## config.mk

```make
export PLATFORM = sky130hd
export DESIGN_NAME = adaptive_window_moving_average_top
export DESIGN_NICKNAME = d
export VERILOG_FILES = /design/src/awma_pkg.sv /design/src/awma_ctrl.sv /design/src/awma_dp.sv /design/src/adaptive_window_moving_average_top.sv
export SDC_FILE = /design/constraint.sdc
export NUM_CORES = 1
export LEC_CHECK = 0
export ABC_AREA = 0
export CAP_MARGIN = 10
export CORE_UTILIZATION = 60
export DETAILED_ROUTE_END_ITERATION = 10
export DONT_BUFFER_PORTS = 1
export GPL_TIMING_DRIVEN = 1
export PLACE_DENSITY = 0.82
export SLEW_MARGIN = 10
export SYNTH_ARGS = -nofsm -noshare
export SYNTH_HDL_FRONTEND = slang
export SYNTH_HIERARCHICAL = 1
export SYNTH_SLANG_ARGS = --single-unit
```

## constraint.sdc

```tcl
create_clock -name clk -period 15.3 [get_ports clk]
set_input_delay 3.06 -clock clk [delete_from_list [all_inputs] [get_ports clk]]
set_output_delay 3.06 -clock clk [all_outputs]
set_load 0.01 [all_outputs]
```

## src/awma_pkg.sv

```systemverilog
`timescale 1ns / 1ps
// Shared types and constants of the adaptive window moving average block.
// No dependencies; used by awma_ctrl, awma_dp and the top level.
package awma_pkg;

	localparam int SAMPLE_W    = 8;
	localparam int OP_W        = 2;
	localparam int IN_TDATA_W  = 16;
	localparam int OUT_TDATA_W = 8;

	typedef enum logic [OP_W-1:0] {
		OP_QUERY = 2'd0,
		OP_PUSH  = 2'd1,
		OP_CLEAR = 2'd2
	} op_t;

	typedef enum logic [2:0] {
		ST_IDLE,
		ST_WIN,
		ST_SUM,
		ST_MSTART,
		ST_DIVM,
		ST_RES,
		ST_DONE
	} state_t;

	typedef struct packed {
		logic take_in;
		logic div_step;
		logic set_win;
		logic acc_step;
		logic div_start_m;
		logic set_mean;
		logic load_out;
	} cmd_t;

	typedef struct packed {
		logic in_clear;
		logic div_last;
		logic win_empty;
		logic sum_last;
		logic out_free;
	} sts_t;

endpackage

```

## src/awma_ctrl.sv

```systemverilog
`timescale 1ns / 1ps
// Sequencer of the adaptive window moving average block.
// Depends on awma_pkg; drives the datapath awma_dp through command and status structs.
module awma_ctrl (
	input  logic            clk,
	input  logic            arst_n,
	input  logic            in_valid,
	output logic            in_ready,
	input  awma_pkg::sts_t  sts,
	output awma_pkg::cmd_t  cmd
);

	awma_pkg::state_t state_q;
	awma_pkg::state_t state_nxt;

	always_ff @(posedge clk or negedge arst_n) begin
		if (!arst_n) begin
			state_q <= awma_pkg::ST_IDLE;
		end else begin
			state_q <= state_nxt;
		end
	end

	always_comb begin
		cmd       = '0;
		in_ready  = 1'b0;
		state_nxt = state_q;
		unique case (state_q)
			awma_pkg::ST_IDLE: begin
				in_ready = 1'b1;
				if (in_valid) begin
					cmd.take_in = 1'b1;
					state_nxt   = sts.in_clear ? awma_pkg::ST_DONE : awma_pkg::ST_WIN;
				end
			end
			awma_pkg::ST_WIN: begin
				cmd.set_win = 1'b1;
				state_nxt   = sts.win_empty ? awma_pkg::ST_DONE : awma_pkg::ST_SUM;
			end
			awma_pkg::ST_SUM: begin
				cmd.acc_step = 1'b1;
				if (sts.sum_last) begin
					state_nxt = awma_pkg::ST_MSTART;
				end
			end
			awma_pkg::ST_MSTART: begin
				cmd.div_start_m = 1'b1;
				state_nxt       = awma_pkg::ST_DIVM;
			end
			awma_pkg::ST_DIVM: begin
				cmd.div_step = 1'b1;
				if (sts.div_last) begin
					state_nxt = awma_pkg::ST_RES;
				end
			end
			awma_pkg::ST_RES: begin
				cmd.set_mean = 1'b1;
				state_nxt    = awma_pkg::ST_DONE;
			end
			awma_pkg::ST_DONE: begin
				if (sts.out_free) begin
					cmd.load_out = 1'b1;
					state_nxt    = awma_pkg::ST_IDLE;
				end
			end
			default: begin
				state_nxt = awma_pkg::ST_IDLE;
			end
		endcase
	end

endmodule

```

## src/awma_dp.sv

```systemverilog
`timescale 1ns / 1ps
// Datapath: sample history, floor register, reciprocal multiplier for the window,
// accumulator, restoring divider for the mean and output register.
// Depends on awma_pkg; sequenced by awma_ctrl.
module awma_dp #(
	parameter int DEPTH = 10,
	parameter int STEP  = 10
) (
	input  logic                                clk,
	input  logic                                arst_n,
	input  awma_pkg::cmd_t                      cmd,
	output awma_pkg::sts_t                      sts,
	input  logic [awma_pkg::OP_W-1:0]           in_op,
	input  logic [awma_pkg::SAMPLE_W-1:0]       in_sample,
	input  logic [awma_pkg::SAMPLE_W-1:0]       in_max,
	input  logic                                cfg_valid,
	input  logic [awma_pkg::SAMPLE_W-1:0]       cfg_data,
	input  logic                                out_ready,
	output logic                                out_valid,
	output logic [awma_pkg::SAMPLE_W-1:0]       out_data
);

	localparam int SW     = awma_pkg::SAMPLE_W;
	localparam int SUM_W  = $clog2(DEPTH * 255 + 1);
	localparam int DIV_W  = (SUM_W > SW) ? SUM_W : SW;
	localparam int WIN_W  = $clog2(DEPTH + 1);
	localparam int DVS_W  = WIN_W;
	localparam int IDX_W  = (DEPTH > 1) ? $clog2(DEPTH) : 1;
	localparam int CNT_W  = $clog2(DIV_W + 1);
	localparam int STEP_L = $clog2(STEP);
	localparam int RCP_S  = SW + STEP_L;
	localparam int RCP_M  = ((1 << RCP_S) + STEP - 1) / STEP;
	localparam int RCP_W  = $clog2(RCP_M + 1);
	localparam int PRD_W  = SW + RCP_W;

	logic [SW-1:0]    floor_q;
	logic [SW-1:0]    hist_q [DEPTH];
	logic [DIV_W-1:0] quo_q;
	logic [DVS_W-1:0] rem_q;
	logic [DVS_W-1:0] dvs_q;
	logic [CNT_W-1:0] cnt_q;
	logic [WIN_W-1:0] w_q;
	logic [WIN_W-1:0] k_q;
	logic [SUM_W-1:0] acc_q;
	logic [SW-1:0]    res_q;
	logic             out_valid_q;
	logic [SW-1:0]    out_data_q;

	logic [SW:0]      diff;
	logic [SW-1:0]    dvd;
	logic [PRD_W-1:0] prod;
	logic [SW-1:0]    q_step;
	logic [DVS_W:0]   shifted;
	logic [DVS_W:0]   trial;
	logic             ge;
	logic [DIV_W-1:0] wdiff;

	assign diff    = {1'b0, in_max} - {1'b0, floor_q};
	assign dvd     = diff[SW] ? '0 : diff[SW-1:0];
	assign prod    = PRD_W'(dvd) * PRD_W'(RCP_M);
	assign q_step  = SW'(prod >> RCP_S);
	assign shifted = {rem_q, quo_q[DIV_W-1]};
	assign trial   = shifted - {1'b0, dvs_q};
	assign ge      = (shifted >= {1'b0, dvs_q});
	assign wdiff   = DIV_W'(DEPTH) - quo_q;

	assign sts.in_clear  = (in_op == awma_pkg::OP_CLEAR);
	assign sts.div_last  = (cnt_q == CNT_W'(1));
	assign sts.win_empty = (quo_q >= DIV_W'(DEPTH));
	assign sts.sum_last  = (k_q == (w_q - WIN_W'(1)));
	assign sts.out_free  = !out_valid_q || out_ready;

	always_ff @(posedge clk or negedge arst_n) begin
		if (!arst_n) begin
			floor_q <= '0;
		end else if (cfg_valid) begin
			floor_q <= cfg_data;
		end
	end

	always_ff @(posedge clk or negedge arst_n) begin
		if (!arst_n) begin
			for (int k = 0; k < DEPTH; k++) begin
				hist_q[k] <= '0;
			end
		end else if (cmd.take_in) begin
			case (in_op)
				awma_pkg::OP_PUSH: begin
					for (int k = DEPTH - 1; k > 0; k--) begin
						hist_q[k] <= hist_q[k-1];
					end
					hist_q[0] <= in_sample;
				end
				awma_pkg::OP_CLEAR: begin
					for (int k = 0; k < DEPTH; k++) begin
						hist_q[k] <= '0;
					end
				end
				default: begin
				end
			endcase
		end
	end

	always_ff @(posedge clk or negedge arst_n) begin
		if (!arst_n) begin
			cnt_q <= '0;
		end else if (cmd.div_start_m) begin
			cnt_q <= CNT_W'(DIV_W);
		end else if (cmd.div_step) begin
			cnt_q <= cnt_q - CNT_W'(1);
		end
	end

	always_ff @(posedge clk) begin
		if (cmd.take_in) begin
			quo_q <= DIV_W'(q_step);
		end else if (cmd.div_start_m) begin
			quo_q <= DIV_W'(acc_q);
			rem_q <= '0;
			dvs_q <= DVS_W'(w_q);
		end else if (cmd.div_step) begin
			quo_q <= {quo_q[DIV_W-2:0], ge};
			rem_q <= ge ? trial[DVS_W-1:0] : shifted[DVS_W-1:0];
		end
	end

	always_ff @(posedge clk) begin
		if (cmd.set_win) begin
			w_q   <= wdiff[WIN_W-1:0];
			k_q   <= '0;
			acc_q <= '0;
		end else if (cmd.acc_step) begin
			acc_q <= acc_q + SUM_W'(hist_q[k_q[IDX_W-1:0]]);
			k_q   <= k_q + WIN_W'(1);
		end
	end

	always_ff @(posedge clk) begin
		if (cmd.take_in && sts.in_clear) begin
			res_q <= '0;
		end else if (cmd.set_win && sts.win_empty) begin
			res_q <= hist_q[0];
		end else if (cmd.set_mean) begin
			res_q <= quo_q[SW-1:0];
		end
	end

	always_ff @(posedge clk or negedge arst_n) begin
		if (!arst_n) begin
			out_valid_q <= 1'b0;
		end else if (cmd.load_out) begin
			out_valid_q <= 1'b1;
		end else if (out_ready) begin
			out_valid_q <= 1'b0;
		end
	end

	always_ff @(posedge clk) begin
		if (cmd.load_out) begin
			out_data_q <= res_q;
		end
	end

	assign out_valid = out_valid_q;
	assign out_data  = out_data_q;

	a_div_count: assert property (@(posedge clk) disable iff (!arst_n)
		cmd.div_step |-> (cnt_q != '0))
		else $error("divider stepped with no steps left");

	a_win_range: assert property (@(posedge clk) disable iff (!arst_n)
		(cmd.set_win && !sts.win_empty) |=> (w_q != '0 && w_q <= WIN_W'(DEPTH)))
		else $error("window length out of range");

	a_sum_index: assert property (@(posedge clk) disable iff (!arst_n)
		cmd.acc_step |-> (k_q < w_q))
		else $error("accumulation beyond the window");

endmodule

```

## src/adaptive_window_moving_average_top.sv

```systemverilog
`timescale 1ns / 1ps
// Top level of the adaptive window moving average block.
// Depends on awma_pkg, awma_ctrl and awma_dp.
//
// One item is worked on at a time and gives one result beat. The divider width
// is the bit width of DEPTH*255, at least 8 (12 at the defaults). A query passes
// through the states WIN, SUM, MSTART, DIVM and RES before its beat is offered; a
// query whose window comes out empty goes from WIN straight to DONE, and a clear
// goes from acceptance straight to DONE. The input is ready again once the beat is
// offered, later only while the previous beat still waits in the output register.
// The window length comes from a reciprocal multiplication by STEP in the
// accepting cycle; the rest of the time is set by the accumulator adding one
// history entry per cycle and by the restoring divider for the mean, one
// quotient bit per cycle. A finished result waits in the output register while
// the next item is accepted; the floor register may be written at any time
// through the configuration channel.
module adaptive_window_moving_average_top #(
	parameter int DEPTH = 10,
	parameter int STEP  = 10
) (
	input  logic                                 clk,
	input  logic                                 arst_n,
	input  logic                                 s_axis_tvalid,
	output logic                                 s_axis_tready,
	// Fields from bit 0: sample [7:0], peak_level [15:8].
	input  logic [awma_pkg::IN_TDATA_W-1:0]      s_axis_tdata,
	// Fields from bit 0: operation [1:0].
	input  logic [awma_pkg::OP_W-1:0]            s_axis_tuser,
	output logic                                 m_axis_tvalid,
	input  logic                                 m_axis_tready,
	// Fields from bit 0: filtered [7:0].
	output logic [awma_pkg::OUT_TDATA_W-1:0]     m_axis_tdata,
	input  logic                                 cfg_valid,
	output logic                                 cfg_ready,
	input  logic [awma_pkg::SAMPLE_W-1:0]        cfg_data
);

	awma_pkg::cmd_t cmd;
	awma_pkg::sts_t sts;

	assign cfg_ready = 1'b1;

	awma_ctrl u_ctrl (
		.clk      (clk),
		.arst_n   (arst_n),
		.in_valid (s_axis_tvalid),
		.in_ready (s_axis_tready),
		.sts      (sts),
		.cmd      (cmd)
	);

	awma_dp #(
		.DEPTH (DEPTH),
		.STEP  (STEP)
	) u_dp (
		.clk       (clk),
		.arst_n    (arst_n),
		.cmd       (cmd),
		.sts       (sts),
		.in_op     (s_axis_tuser),
		.in_sample (s_axis_tdata[7:0]),
		.in_max    (s_axis_tdata[15:8]),
		.cfg_valid (cfg_valid),
		.cfg_data  (cfg_data),
		.out_ready (m_axis_tready),
		.out_valid (m_axis_tvalid),
		.out_data  (m_axis_tdata)
	);

endmodule

```

==> impl_metrics.toml <==
[outcome]
status = "complete, but fails checks"
violations = "design-rule violations"

[cts]
post_cts_buffers = 0
root_buffer = "clkbuf_16"
numCtsBuffers = 17
clock_sinks = 152
cts_hold_buffers = 0
post_cts_resized = 0
cts_max_level = 4
cts_tree = "done"
clk_latency_ns = 0.43
clkSlewWorstSetupHoldPaths_ns = 0.07
cts_buffer_depth = 2

[timing]
hold_viol_final = 0
fin_crit_sh_pct = 51.5
tightest_slew_ns = 1.16
finalSetupTns_ns = 0
fin_skew_ns = 0.00586
setup_viol = 0
rsz0062_at_grt = "no"
max_freq_mhz = 127
period_needed_ns = 7.88
drv_slew = 0
slew_headroom_pct = 22.5

[global_routing]
grt_use_total_pct = 25.3
antenna_found_initial = 0
grt_overflow_total = 0
grt_pass1_wl_um = 31200
grt_max_degree = 136
grt_pass1_vias = 6330

[placement]
dp.cells = 1079
hpwl_um = 12500
numPortBuffers = 0
placed_area_sq_um = 9200
gp_congestion = 0.864

[die]
die-area_sq_um = 15600
start_util_pct = 62.1
die_w_um = 125
die_y_um = 125
num_rows = 44
core_area_sq_um = 14600
ioPinCount = 42

[route]
first_pass_iters = 8
drt_iter0_drc = 504
antenna_left = 0
num_vias = 6524
drt_drc_violations_left = 6
routed_wl_um = 18500
via_per_inst = 5.87
wl_per_cell_um = 16.6

[layout]
drive_gt1_share_pct = 8.09
syn2layout_area_growth_pct = 7.72
fin_area_sq_um = 9790
layout_commonest_cell = "nand2_1"
layout_common_cells = "nand2_1 (102), o21ai_0 (101), dfrtp_1 (96)"
antennaDiodeCount = 0
stdcell_count = 1111
final_nets = 1026

[power_and_ir_drop]
powerDensity_nw_per_um2 = 181
leakage_nw = 4.17
ir_drop_mv = 0.138

[min_path]
hold_class = "reg2reg"

[yosys]
avgSynthCellArea_sq_um = 9.69
synth-main-ff-cell = "dfrtp_1"
synth.area.mux_share_pct = 8.82
synth_cell_types = 65
synth_compound_area_share_pct = 12.6
synthSimpleGateAreaFrac_pct = 17.8
synth-seq-cells = 152
synth_edf_count = 25
syn_area_sq_um = 9090
yosys_warnings = 6
ys_seq_area_share_pct = 41.5
synth_top_family_by_area = "simple AND/OR/NAND/NOR gates"
synth_xor_area_share_pct = 2.60
synth_adder_area_share_pct = 12.3
syn_inst = 938
synthArstFlopShare_pct = 63.2
syn-num-nets = 1050

[worst_setup_path]
worst_ep_required_time_ns = 15.48
start_kind = "primary input"
crit_fanout = 7
critPathKind = "in2reg"
end_kind = "flop"
worstPathArrival_ns = 8.06

[job]
drv_cap = 0
==> final cells by class <==
cell class	count	area, sq um
Multi-Input combinational cell	687	4950
Fill cell	1137	4850
Sequential cell	152	3770
Clock buffer	17	425
Tap cell	184	230
Inverter	47	179
Clock inverter	15	166
Timing Repair Buffer	9	67.6
==> registers in the layout, indices dropped and copies added, names as in the netlist, 8 cells and up <==
name / cells
u_dp/acc_q: 12
u_dp/floor_q: 8
u_dp/hist_q: 80
u_dp/out_data: 8
u_dp/quo_q: 12
u_dp/res_q: 8
==> critical path, stage by stage <==
cell	delay (ns)
inv_1	0.02
ha_1	0.22
fa_1	0.39
nand2b_1	0.18
a21oi_1	0.23
nand2b_1	0.20
a31oi_1	0.21
nor2_1	0.23
ha_1	0.29
fa_1	0.49
fa_1	0.51
inv_1	0.05
fa_1	0.52
inv_1	0.04
ha_1	0.28
nand3_1	0.18
a21oi_1	0.09
o21ai_0	0.17
a21oi_1	0.09
or3_1	0.33
a31o_2	0.24
==> routing by layer <==
metal	part of all wire (%)	GRT usage [%]	vias up
li1	-	-	3212
met1	46	34.6	3128
met2	47	39.4	156
met3	4.7	6.29	28
met4	2.0	8.61	0
met5	0	0	-
==> cell usage after synthesis, types with 4 or more instances <==
library cell  number  area [sq um]
nand2_1          102           383
o21ai_0          101           505
dfrtp_1           96          2400
nand2b_1          89           557
nor2_1            71           267
ha_1              67           838
inv_1             45           169
mux2i_1           43           430
clkbuf_1          39           146
a21oi_1           33           165
dfxtp_1           31           621
edfxtp_1          25           751
xnor2_1           17           149
mux4_2            16           360
fa_1              14           280
nand3_1           12          60.1
nor3_1            10          50.1
xor2_1            10          87.6
a31oi_1            9          56.3
a211oi_1           8          60.1
o22ai_1            8          50.1
buf_1              6          22.5
or3_1              6          37.5
nor2b_1            5          31.3
buf_2              4          20.0
nor3b_1            4          30.0
==> worst paths after layout <==
check | end | from | depth (start not counted) | slack [ns]
max | u_dp/quo_q[1] | s_axis_tdata[8] | 21 | 7.42
min in group asynchronous | u_dp/hist_q[7] | arst_n | 0 | 2.33
min reg2reg | u_dp/out_data[6] | u_dp/res_q[6] | 0 | 0.45
min | u_dp/out_data[6] | u_dp/res_q[6] | 0 | 0.45
max reg2reg | u_dp/quo_q[1] | u_dp/floor_q[1] | 20 | 9.68
max in group asynchronous | u_dp/floor_q[0] | arst_n | 0 | 12.83
==> logic make-up (layout without fill, tap and decap cells) <==
logic type      count (synthesis)  after routing
compound gates                192            192
xor+xnor                       27             27
fa+ha+maj                      81             81
buf+inv                        99             88
flops                         152            152
mux                            60             60
other cells                     1              1
simple gates                  326            326
==> metrics by stage <==
step / util, % / power [mW] / hold slack (ns) / setup WS, ns
after floorplan: - / 1.18 / 0.408 / 7.34
after global placement: 62.8 / 1.32 / 0.410 / 7.12
after detailed placement: 62.8 / 1.35 / 0.446 / 7.01
after CTS: 66.8 / 1.78 / 0.453 / 7.46
after global routing: 66.9 / 1.91 / 0.458 / 7.06
final: 66.9 / 1.78 / 0.454 / 7.42
==> power by group <==
part	switching, mW	total (mW)	leakage [nW]	internal [mW]
Sequential	0.123	0.662	1.78	0.539
Clock	0.177	0.420	0.290	0.244
Combinational	0.386	0.693	2.10	0.307
Total	0.686	1.78	4.17	1.09
Power figures use the tool's default switching activity.
